**src/design/stde_pkg.sv**
```systemverilog
package stde_pkg;

    // operation codes
    localparam logic [1:0] OP_SAMPLE    = 2'd0;
    localparam logic [1:0] OP_CLEAR_DEV = 2'd1;
    localparam logic [1:0] OP_CLEAR_ALL = 2'd2;

    // direction codes, also the bit position in a flag nibble
    localparam logic [1:0] DIR_UP    = 2'd0;
    localparam logic [1:0] DIR_DOWN  = 2'd1;
    localparam logic [1:0] DIR_LEFT  = 2'd2;
    localparam logic [1:0] DIR_RIGHT = 2'd3;

    localparam logic [14:0] THRESH_RESET = 15'd16384;

    // slots in the job queue between front and back
    localparam int JOB_DEPTH = 2;

    typedef struct packed {
        logic [1:0]         operation;
        logic [3:0]         device_index;
        logic               stick_select;
        logic signed [15:0] axis_x;
        logic signed [15:0] axis_y;
        logic [31:0]        time_stamp;
    } t_in_word;

    typedef struct packed {
        logic [3:0]  event_device;
        logic        event_stick;
        logic [1:0]  direction;
        logic        pressed;
        logic [31:0] event_time;
        logic        last_event;
    } t_out_word;

    // one classified sample: which flags to release and which to press
    typedef struct packed {
        logic [3:0]  device;
        logic        stick;
        logic [3:0]  rel_mask;
        logic [3:0]  prs_mask;
        logic [31:0] time_stamp;
    } t_job;

endpackage

```
**src/design/stde_front.sv**
```systemverilog
module stde_front #(
    parameter int DEVICE_COUNT = 16
) (
    input  logic               i_clk,
    input  logic               i_rst_n,
    input  logic               i_accept,
    input  stde_pkg::t_in_word i_word,
    input  logic [14:0]        i_threshold,
    output logic               o_job_push,
    output stde_pkg::t_job     o_job
);

    localparam int USED_DEV = (DEVICE_COUNT < 16) ? DEVICE_COUNT : 16;
    localparam int ENTRIES  = 2 * USED_DEV;
    localparam int IDXW     = $clog2(ENTRIES);

    logic [3:0]         r_flags [ENTRIES];
    logic               dev_ok;
    logic [IDXW-1:0]    idx;
    logic [3:0]         old_flags;
    logic [3:0]         want;
    logic signed [16:0] x_ext;
    logic signed [16:0] y_ext;
    logic signed [16:0] th_pos;
    logic signed [16:0] th_neg;

    assign dev_ok    = int'(i_word.device_index) < USED_DEV;
    assign idx       = IDXW'({i_word.device_index, i_word.stick_select});
    assign old_flags = r_flags[idx];

    assign x_ext  = {i_word.axis_x[15], i_word.axis_x};
    assign y_ext  = {i_word.axis_y[15], i_word.axis_y};
    assign th_pos = {2'b00, i_threshold};
    assign th_neg = -th_pos;

    always_comb begin
        want = 4'b0000;
        want[stde_pkg::DIR_UP]    = y_ext < th_neg;
        want[stde_pkg::DIR_DOWN]  = y_ext > th_pos;
        want[stde_pkg::DIR_LEFT]  = x_ext < th_neg;
        want[stde_pkg::DIR_RIGHT] = x_ext > th_pos;
    end

    always_comb begin
        o_job.device     = i_word.device_index;
        o_job.stick      = i_word.stick_select;
        o_job.rel_mask   = old_flags & ~want;
        o_job.prs_mask   = ~old_flags & want;
        o_job.time_stamp = i_word.time_stamp;
    end

    // a sample with no flag change needs no job
    assign o_job_push = i_accept && (i_word.operation == stde_pkg::OP_SAMPLE) && dev_ok
                        && ((o_job.rel_mask | o_job.prs_mask) != 4'b0000);

    always_ff @(posedge i_clk) begin
        if (!i_rst_n) begin
            for (int e = 0; e < ENTRIES; e++) begin
                r_flags[e] <= 4'b0000;
            end
        end else if (i_accept) begin
            if (i_word.operation == stde_pkg::OP_CLEAR_ALL) begin
                for (int e = 0; e < ENTRIES; e++) begin
                    r_flags[e] <= 4'b0000;
                end
            end else if (i_word.operation == stde_pkg::OP_CLEAR_DEV && dev_ok) begin
                for (int e = 0; e < ENTRIES; e++) begin
                    if (int'(i_word.device_index) == e / 2) begin
                        r_flags[e] <= 4'b0000;
                    end
                end
            end else if (i_word.operation == stde_pkg::OP_SAMPLE && dev_ok) begin
                r_flags[idx] <= want;
            end
        end
    end

endmodule

```
**src/design/stde_job_fifo.sv**
```systemverilog
module stde_job_fifo (
    input  logic           i_clk,
    input  logic           i_rst_n,
    input  logic           i_push,
    input  stde_pkg::t_job i_job,
    input  logic           i_pop,
    output logic           o_valid,
    output logic           o_full,
    output stde_pkg::t_job o_job
);

    localparam int DEPTH = stde_pkg::JOB_DEPTH;
    localparam int PW    = (DEPTH > 1) ? $clog2(DEPTH) : 1;
    localparam int CW    = $clog2(DEPTH + 1);

    stde_pkg::t_job r_mem [DEPTH];
    logic [PW-1:0]  r_wr_ptr;
    logic [PW-1:0]  r_rd_ptr;
    logic [CW-1:0]  r_count;
    logic           do_push;
    logic           do_pop;

    assign o_valid = r_count != '0;
    assign o_full  = r_count == CW'(DEPTH);
    assign o_job   = r_mem[r_rd_ptr];
    assign do_push = i_push && !o_full;
    assign do_pop  = i_pop && o_valid;

    function automatic logic [PW-1:0] ptr_inc(input logic [PW-1:0] p);
        ptr_inc = (p == PW'(DEPTH - 1)) ? '0 : p + 1'b1;
    endfunction

    always_ff @(posedge i_clk) begin
        if (do_push) begin
            r_mem[r_wr_ptr] <= i_job;
        end
    end

    always_ff @(posedge i_clk) begin
        if (!i_rst_n) begin
            r_wr_ptr <= '0;
            r_rd_ptr <= '0;
            r_count  <= '0;
        end else begin
            if (do_push) begin
                r_wr_ptr <= ptr_inc(r_wr_ptr);
            end
            if (do_pop) begin
                r_rd_ptr <= ptr_inc(r_rd_ptr);
            end
            if (do_push && !do_pop) begin
                r_count <= r_count + 1'b1;
            end else if (do_pop && !do_push) begin
                r_count <= r_count - 1'b1;
            end
        end
    end

endmodule

```
**src/design/stde_back.sv**
```systemverilog
module stde_back (
    input  logic                i_clk,
    input  logic                i_rst_n,
    input  logic                i_job_valid,
    input  stde_pkg::t_job      i_job,
    output logic                o_job_pop,
    input  logic                i_pop,
    output logic                o_out_valid,
    output stde_pkg::t_out_word o_out
);

    logic                r_busy;
    stde_pkg::t_job      r_job;
    logic                r_out_valid;
    stde_pkg::t_out_word r_out;
    logic                rel_any;
    logic [3:0]          sel_mask;
    logic [1:0]          sel_dir;
    logic [3:0]          sel_bit;
    logic [3:0]          n_rel;
    logic [3:0]          n_prs;
    logic                last;
    logic                adv;
    logic                pop_ok;
    logic                take_job;

    function automatic logic [1:0] low_bit(input logic [3:0] m);
        priority if (m[0]) low_bit = stde_pkg::DIR_UP;
        else if (m[1])     low_bit = stde_pkg::DIR_DOWN;
        else if (m[2])     low_bit = stde_pkg::DIR_LEFT;
        else               low_bit = stde_pkg::DIR_RIGHT;
    endfunction

    // releases drain before presses
    assign rel_any  = r_job.rel_mask != 4'b0000;
    assign sel_mask = rel_any ? r_job.rel_mask : r_job.prs_mask;
    assign sel_dir  = low_bit(sel_mask);
    assign sel_bit  = 4'b0001 << sel_dir;
    assign n_rel    = rel_any ? (r_job.rel_mask & ~sel_bit) : r_job.rel_mask;
    assign n_prs    = rel_any ? r_job.prs_mask : (r_job.prs_mask & ~sel_bit);
    assign last     = (n_rel | n_prs) == 4'b0000;

    assign pop_ok   = i_pop && r_out_valid;
    assign adv      = r_busy && (!r_out_valid || pop_ok);
    assign take_job = i_job_valid && (!r_busy || (adv && last));

    assign o_job_pop   = take_job;
    assign o_out_valid = r_out_valid;
    assign o_out       = r_out;

    always_ff @(posedge i_clk) begin
        if (!i_rst_n) begin
            r_busy      <= 1'b0;
            r_out_valid <= 1'b0;
        end else begin
            if (adv) begin
                r_out_valid <= 1'b1;
            end else if (pop_ok) begin
                r_out_valid <= 1'b0;
            end
            if (take_job) begin
                r_busy <= 1'b1;
            end else if (adv) begin
                r_busy <= !last;
            end
        end
    end

    always_ff @(posedge i_clk) begin
        if (adv) begin
            r_out.event_device <= r_job.device;
            r_out.event_stick  <= r_job.stick;
            r_out.direction    <= sel_dir;
            r_out.pressed      <= !rel_any;
            r_out.event_time   <= r_job.time_stamp;
            r_out.last_event   <= last;
        end
        if (take_job) begin
            r_job <= i_job;
        end else if (adv) begin
            r_job.rel_mask <= n_rel;
            r_job.prs_mask <= n_prs;
        end
    end

    a_busy_has_work: assert property (@(posedge i_clk) disable iff (!i_rst_n)
        r_busy |-> ((r_job.rel_mask | r_job.prs_mask) != 4'b0000))
        else $error("busy job with no events left");

    a_mid_job_busy: assert property (@(posedge i_clk) disable iff (!i_rst_n)
        (r_out_valid && !r_out.last_event) |-> r_busy)
        else $error("non-final event shown but job retired");

    a_adv_shows: assert property (@(posedge i_clk) disable iff (!i_rst_n)
        adv |=> r_out_valid)
        else $error("event issued but output register empty");

endmodule

```
**src/design/stick_to_direction_events_top.sv**
```systemverilog
// stick to direction events: analog stick samples in, direction button events out
// the first event of a sample passes the job queue, the job register and the output
// register to the result ports; one word per cycle in while the 2-slot job queue has room;
// each sample yields 0 to 4 events, sent one per cycle while the result port is popped
// reset (synchronous, active low): all direction flags cleared, queues emptied,
// threshold back to 16384
module stick_to_direction_events_top #(
    parameter int DEVICE_COUNT = 16
) (
    input  logic                i_clk,
    input  logic                i_rst_n,
    // input word channel
    input  logic                push,
    output logic                full,
    input  stde_pkg::t_in_word  i_in_word,
    // result word channel
    output logic                empty,
    input  logic                pop,
    output stde_pkg::t_out_word o_out_word,
    // threshold register write
    input  logic                i_cfg_we,
    input  logic [14:0]         i_cfg_data
);

    // threshold register
    logic [14:0]         r_threshold;

    // front to queue
    logic                accept;
    logic                job_push;
    stde_pkg::t_job      job_in;

    // queue to back
    logic                job_valid;
    logic                job_full;
    logic                job_pop;
    stde_pkg::t_job      job_out;

    logic                out_valid;

    always_ff @(posedge i_clk) begin
        if (!i_rst_n) begin
            r_threshold <= stde_pkg::THRESH_RESET;
        end else if (i_cfg_we) begin
            r_threshold <= i_cfg_data;
        end
    end

    // stall the front whenever the job queue has no free slot, even for words
    // that end up making no job; keeps the accept path short
    assign full   = job_full;
    assign accept = push && !job_full;

    // front: looks up the flags, classifies the sample, updates or clears the store
    stde_front #(
        .DEVICE_COUNT (DEVICE_COUNT)
    ) u_front (
        .i_clk       (i_clk),
        .i_rst_n     (i_rst_n),
        .i_accept    (accept),
        .i_word      (i_in_word),
        .i_threshold (r_threshold),
        .o_job_push  (job_push),
        .o_job       (job_in)
    );

    // short queue so front and back stall independently
    stde_job_fifo u_job_fifo (
        .i_clk   (i_clk),
        .i_rst_n (i_rst_n),
        .i_push  (job_push),
        .i_job   (job_in),
        .i_pop   (job_pop),
        .o_valid (job_valid),
        .o_full  (job_full),
        .o_job   (job_out)
    );

    // back: serializes releases then presses into the output register
    stde_back u_back (
        .i_clk       (i_clk),
        .i_rst_n     (i_rst_n),
        .i_job_valid (job_valid),
        .i_job       (job_out),
        .o_job_pop   (job_pop),
        .i_pop       (pop),
        .o_out_valid (out_valid),
        .o_out       (o_out_word)
    );

    assign empty = !out_valid;

endmodule
```
**config.mk**
```make
export PLATFORM = sky130hd
export DESIGN_NAME = stick_to_direction_events_top
export DESIGN_NICKNAME = d
export VERILOG_FILES = /design/src/design/stde_pkg.sv /design/src/design/stde_front.sv /design/src/design/stde_job_fifo.sv /design/src/design/stde_back.sv /design/src/design/stick_to_direction_events_top.sv
export SDC_FILE = /design/constraint.sdc
export NUM_CORES = 1
export LEC_CHECK = 0
export BUFFER_PORTS_ARGS = -buffer_cell sky130_fd_sc_hd__clkbuf_2
export CORE_MARGIN = 4
export CORE_UTILIZATION = 39
export CTS_BUF_LIST = sky130_fd_sc_hd__clkbuf_8 sky130_fd_sc_hd__clkbuf_16
export DETAILED_ROUTE_END_ITERATION = 16
export HOLD_SLACK_MARGIN = 0.08
export PLACE_DENSITY = 0.63
export SYNTH_ARGS = -nofsm -noshare
export SYNTH_HDL_FRONTEND = slang
export SYNTH_SLANG_ARGS = --single-unit
```
**constraint.sdc**
```tcl
create_clock -name i_clk -period 9.1 [get_ports i_clk]
set_input_delay 1.82 -clock i_clk [delete_from_list [all_inputs] [get_ports i_clk]]
set_output_delay 1.82 -clock i_clk [all_outputs]
set_load 0.03 [all_outputs]
```
Word level (Yosys, flattened, before mapping)
Memories as Yosys holds them, arrays and structs flattened. A register that Yosys moved wholly into a read port is not among the register bits.
Cells that the tools add are included.
Widths: inputs -> output; s select.
{ "op_classes": {"addsub": 5, "n_lt_le_gt_ge": 4, "n_eq_ne": 18, "n_shift": 1, "mux": 194, "n_bitwise": 73, "n_reduce_logical": 30} }
{ "ops": {"columns": ["operator", "n"], "rows": [
  ["$mux 4", 67],
  ["$mux 1", 119],
  ["$or 1x1->1", 64],
  ["$lt 16x17->1", 2],
  ["$eq 4x4->1 const B", 8],
  ["$gt 16x16->1", 2],
  ["$neg 15->17", 1],
  ["$and 4x4->4", 4],
  ["$eq 4x3->1 const B", 4],
  ["$mux 8", 2],
  ["$not 4->4", 3],
  ["$logic_and 1x1->1", 11],
  ["$eq 4x2->1 const B", 2],
  ["$logic_not 4->1", 2],
  ["$mux 2", 4],
  ["$or 4x4->4", 2],
  ["$reduce_bool 2->1", 4],
  ["$reduce_bool 4->1", 2],
  ["$logic_not 1->1", 7],
  ["$mux 5", 1],
  ["$eq 2x2->1 const B", 2],
  ["$eq 4x1->1 const B", 1],
  ["$reduce_or 4->1", 1],
  ["$shl 1x2->4 const A", 1],
  ["7 further kinds", 9]
]} }
{ "totals": {"register_bits": 107, "mem_bits_rw": 218, "in_bits": 91, "out_inout_bits": 43, "elab_cells": 344, "memories": 2} }
{ "memory_table": {"columns": ["memory", "words", "word_bits", "read_ports", "rd_clocked_by_memory_dff", "write_ports", "line_no", "source"], "rows": [
  ["u_front.r_flags", 32, 4, 1, 0, 32, "stde_front.sv:17", "logic [3:0] r_flags [ENTRIES];"],
  ["u_job_fifo.r_mem", 2, 45, 1, 1, 1, "stde_job_fifo.sv:16", "stde_pkg::t_job r_mem [DEPTH];"]
]} }

Longest topological paths before layout
{ "logic_depth": {"ltp_word": 18, "mapped_depth": 21} }

Modules after synthesis
From an unflattened synthesis, not the netlist that was laid out.
{ "unflattened": {"hier_cells": 1088, "area_unflattened_um2": 15105.7} }
{ "by_module_without_submodules": {"columns": ["module", "n_inst", "cells_each", "area_each_um2", "seq_area_each_um2"], "rows": [
  ["stde_front", 1, 727, 8026.4, 3843.7],
  ["stde_job_fifo", 1, 165, 3480.8, 2802.7],
  ["stde_back", 1, 146, 3011.6, 2622.5],
  ["stick_to_direction_events_top", 1, 50, 586.8, 300.3]
]} }

Worst setup path after synthesis
OpenSTA, ideal clock, no wires.
{ "synth_path": {"path_kind": "flip-flop to flip-flop", "start": "reg r_threshold[1]", "end": "mem u_job_fifo.r_mem[0][0] (netlist bit) (enable)", "arrival_ns": 6.022, "path_slack_ns": 2.631, "path_stages_with_launch": 17, "path_buffers": 0, "period_less_slack_ns": 6.469, "path_cell_list": "dfxtp_1 > inv_1 > ha_1 > or4b_2 > nor4b_1 > nand3_1 > xnor2_1 > ha_1 > a21o_1 > a2111oi_0 > o21a_1 > a221oi_2 > or2_2 > ha_1 > nand4_1 > nand3_1 > nor2_1"} }
{ "synth_between": {"elab_chain_cells": 10, "elab_cells_between_ends": 14, "cone_classes": "1 x add/sub; 4 x order compare; 2 x mux; 4 x bitwise; 3 x reduce/logical"} }
{ "synth_rtl": {"columns": ["element", "line_no", "source"], "rows": [
  ["start: declaration", "stick_to_direction_events_top.sv:26", "logic [14:0] r_threshold;"],
  ["start signal: assignment", "stick_to_direction_events_top.sv:43", "r_threshold <= stde_pkg::THRESH_RESET;"],
  ["start signal: assignment", "stick_to_direction_events_top.sv:45", "r_threshold <= i_cfg_data;"],
  ["$neg 15->17", "stde_front.sv:34", "assign th_neg = -th_pos;"],
  ["$lt 16x17->1, on equally long branches", "stde_front.sv:38, stde_front.sv:40", null],
  ["$not 4->4", "stde_front.sv:47", "o_job.rel_mask = old_flags & ~want;"],
  ["$and 4x4->4", "stde_front.sv:47", null],
  ["$or 4x4->4 *", "stde_front.sv:54", "&& ((o_job.rel_mask | o_job.prs_mask) != 4'b0000);"],
  ["$reduce_bool 4->1 *", "stde_front.sv:54", null],
  ["$logic_and 1x1->1 *", "stde_front.sv:54", null],
  ["$logic_and 1x1->1 *", "stde_job_fifo.sv:26", "assign do_push = i_push && !o_full;"],
  ["$mux 1 *", "stde_job_fifo.sv:34", "if (do_push) begin"],
  ["$mux 1 (not written as such) *", "stde_job_fifo.sv:35", "r_mem[r_wr_ptr] <= i_job;"],
  ["end: declaration", "stde_job_fifo.sv:16", null]
]} }
Mark *: on every way between the ends. The rest lies on a longest branch, timed or not.

Worst setup path in the final report
{ "layout_path": {"start": "reg r_threshold[1]", "end": "mem u_job_fifo.r_mem[1][31] (netlist bit) (enable)"} }
The elaborated chain is that of the path after synthesis.

==> summary.txt <==
Power
  – Tot Pwr: 4.34 mW
  – IR drop worst, VDD: 114 uV
  – Pwr dens: 243 mW/mm2
  – LEAKAGE: 6.57 nW

Synth
  – Synthesized area: 0.0154 mm2
  – Post-synthesis cell type count: 60
  – Cell accounting for the most synthesized area: edfxtp_1
  – Ys flop type: edfxtp_1
  – Main area contributors after synthesis: edfxtp_1 (59%), ha_1 (5.5%), mux4_2 (4.7%)
  – Synth warnings: 0
  – Count of mapped cells out of synthesis: 1,157
  – Post-synth EDFFs: 304
  – Synth Register Bits: 326
  – Avg Cell Area, Syn: 13.3 um2
  – Asr flop ratio synth: 0
  – Post-Syn Nets: 1,316
  – Register area share after synthesis: 0.620
  – Share of the synthesized area in the top cell type: 0.591

Clocking
  – PostCTS Resize Cnt: 0
  – CTS tree: done
  – Cts hold-fix bufs: 0
  – CTS max path bufs: 3
  – Cts bufs inserted: 35
  – Root buffer cell: clkbuf_16
  – Post-CTS Setup Repair Bufs: 0
  – CTS HTree Levels: 2
  – Clock-pin slew of the registers on the worst-case setup and hold paths: 0.06 ns
  – Clk_lat worst skew: 0.51 ns
  – Clock sink count: 326

Floorplan
  – # IOs: 134
  – Core ar.: 0.0389 mm2
  – Die area: 0.0428 mm2
  – # rows: 72
  – Starting Density: 0.397
  – Chip height: 207 um
  – Die W: 207 um

Global route
  – Gr usage total: 0.164
  – Initial antenna violation count: 3
  – Pin count of the biggest net entering global routing: 46
  – Vias in the first global route: 9,768
  – GRT overflow: 0
  – First-pass GRT wire length: 55,100 um

Placement
  – DP Cell Count: 1,757
  – Final Wtd Congestion: 0.942
  – Placed inst area: 0.0166 mm2
  – I/O Buffers: 133
  – HPWL Detailed: 24,400 um
  – Dpl ws: 2.56 ns

Worst setup path
  – Critical-path top delay cell: a2111oi_0
  – Max FO, Critical Path: 36
  – Worst Setup Path Type: reg -> reg
  – Most used cell, CP: ha_1
  – Startpoint Class: register
  – Critical Path, Cell by Cell: inv_1 -> ha_1 -> or4b_2 -> nor4b_1 -> nand3_1 -> xnor2_1 -> ha_1 -> a21o_1 -> a2111oi_0 -> o21a_1 -> a221oi_4 -> buf_4 -> or2_2 -> ha_1 -> nand4_1 -> nand3_1 -> nor2_4 -> buf_4
  – CP Capture Type: register
  – WP data required: 9.25 ns
  – CP peak stage delay: 0.85 ns
  – Worst EP arrival: 6.69 ns

Job
  – Max-Cap Viols: 0

STA
  – Skew final: 0.0175 ns
  – F_max: 153 MHz
  – Tmin final: 6.55 ns
  – Final hold vios: 0
  – Setup ws final: 2.55 ns
  – Setup violators final: 0
  – Worst slew margin: 0.194
  – Setup TNS: 0 ns
  – Hold Slack: 0.418 ns
  – RSZ-0062 raised after global routing: false
  – Slew @ Worst Pin: 1.19 ns
  – Fin crit share: 0.719
  – Max-slew violations: 0

Route
  – Post-route ant nets: 0
  – TritonRoute pass-1 iters: 5
  – WL/cell: 19.5 um
  – DR vias/cell: 5.40
  – Drc violations: 0
  – Initial detailed-routing violation count: 785
  – Routed WL: 35,600 um
  – DR vias: 9,855

Finish
  – Commonest non-fill, non-tap cell in the layout: edfxtp_1
  – Commonest cells after routing, fill and taps aside: edfxtp_1 (304), clkbuf_2 (133), nand2_1 (125), a21oi_1 (76), nor3_1 (73)
  – Fin nets: 1,435
  – Final Cell Area: 0.0178 mm2
  – Number of filler cells placed in the layout: 3,466
  – Area of the multi-input gates: 0.00545 mm2
  – Ratio of cells with drive above 1 in the final layout: 0.229
  – Final core occ: 0.458
  – Area occupied by registers: 0.00957 mm2
  – Fin cells: 1,824
  – Area grow syn2layout: 15.4%

Min path
  – Hold Path Class: reg -> reg

Run status
  – Run status: completed
cells in the mapped netlist, types with 17 or more instances:
master,count
edfxtp_1,304
nand2_1,125
a21oi_1,76
nor2_1,74
nor3_1,73
ha_1,68
clkbuf_1,52
inv_1,40
mux2_2,37
mux4_2,32
mux2i_1,30
o211ai_1,27
dfxtp_1,22
nand3_1,17
critical path, delay by kind of cell, from the launching register on:
kind | cells | cell delay [ns]
adders and majority gates | 3 | 0.80
and+or+nand+nor | 7 | 2.50
buffers and inverters | 3 | 0.90
AOI/OAI and AO/OA | 4 | 1.32
xor gates and xnor gates | 1 | 0.29
DFF | 1 | 0.34
cell type report:
class | count | share of cell area
antenna | 3 | 0.000421
clock buffer | 37 | 0.0513
clock inverter | 27 | 0.0152
inverter | 40 | 0.00843
multi-input combinational | 722 | 0.306
sequential | 326 | 0.537
tap | 518 | 0.0364
timing repair buffer | 151 | 0.0449
report_power, final:
part           leakage, nW  switching, mW  internal (mW)  total, mW
Clock                0.610          0.569          0.873       1.44
Sequential            3.15         0.0889           1.94       2.03
Combinational         2.81          0.570          0.297      0.867
Total                 6.57           1.23           3.11       4.34
state kept, by name (all words and copies together) (netlist names), named ones only:
register             cells
u_job_fifo.r_mem        90
u_front.r_flags        128
u_job_fifo.r_count       2
r_threshold             15
u_back.o_out            41
u_back.r_job            45
u_back.r_busy            1
u_back.o_out_valid       1
u_job_fifo.r_wr_ptr      1
u_job_fifo.r_rd_ptr      1
layer usage:
layer | up-vias | track usage | share of wire
li1 | 4647 | - | -
met1 | 4803 | 0.225 | 0.43
met2 | 341 | 0.270 | 0.48
met3 | 64 | 0.0289 | 0.066
met4 | 0 | 0.0505 | 0.024
met5 | - | 0 | 0
cell families after synthesis:
family / share of synthesized area
flops: 0.620
fa+ha+maj: 0.0551
compound gates: 0.0835
xor+xnor: 0.0146
simple gates: 0.102
mux: 0.0931
buf+inv: 0.0326
final timing paths:
kind / start / end / slack [ns] / cells after the start
worst max-delay path: r_threshold[1]$_SDFFE_PN0P_ / u_job_fifo.r_mem[1][31]$_DFFE_PP_ / 2.55 / 18
worst min-delay path: u_back.r_job[26]$_DFFE_PP_ / u_back.o_out[27]$_DFFE_PP_ / 0.42 / 0
worst max register to register: r_threshold[1]$_SDFFE_PN0P_ / u_job_fifo.r_mem[1][31]$_DFFE_PP_ / 2.55 / 18
worst min register to register: u_back.r_job[26]$_DFFE_PP_ / u_back.o_out[27]$_DFFE_PP_ / 0.42 / 0
(Power assumes the default switching activity.)
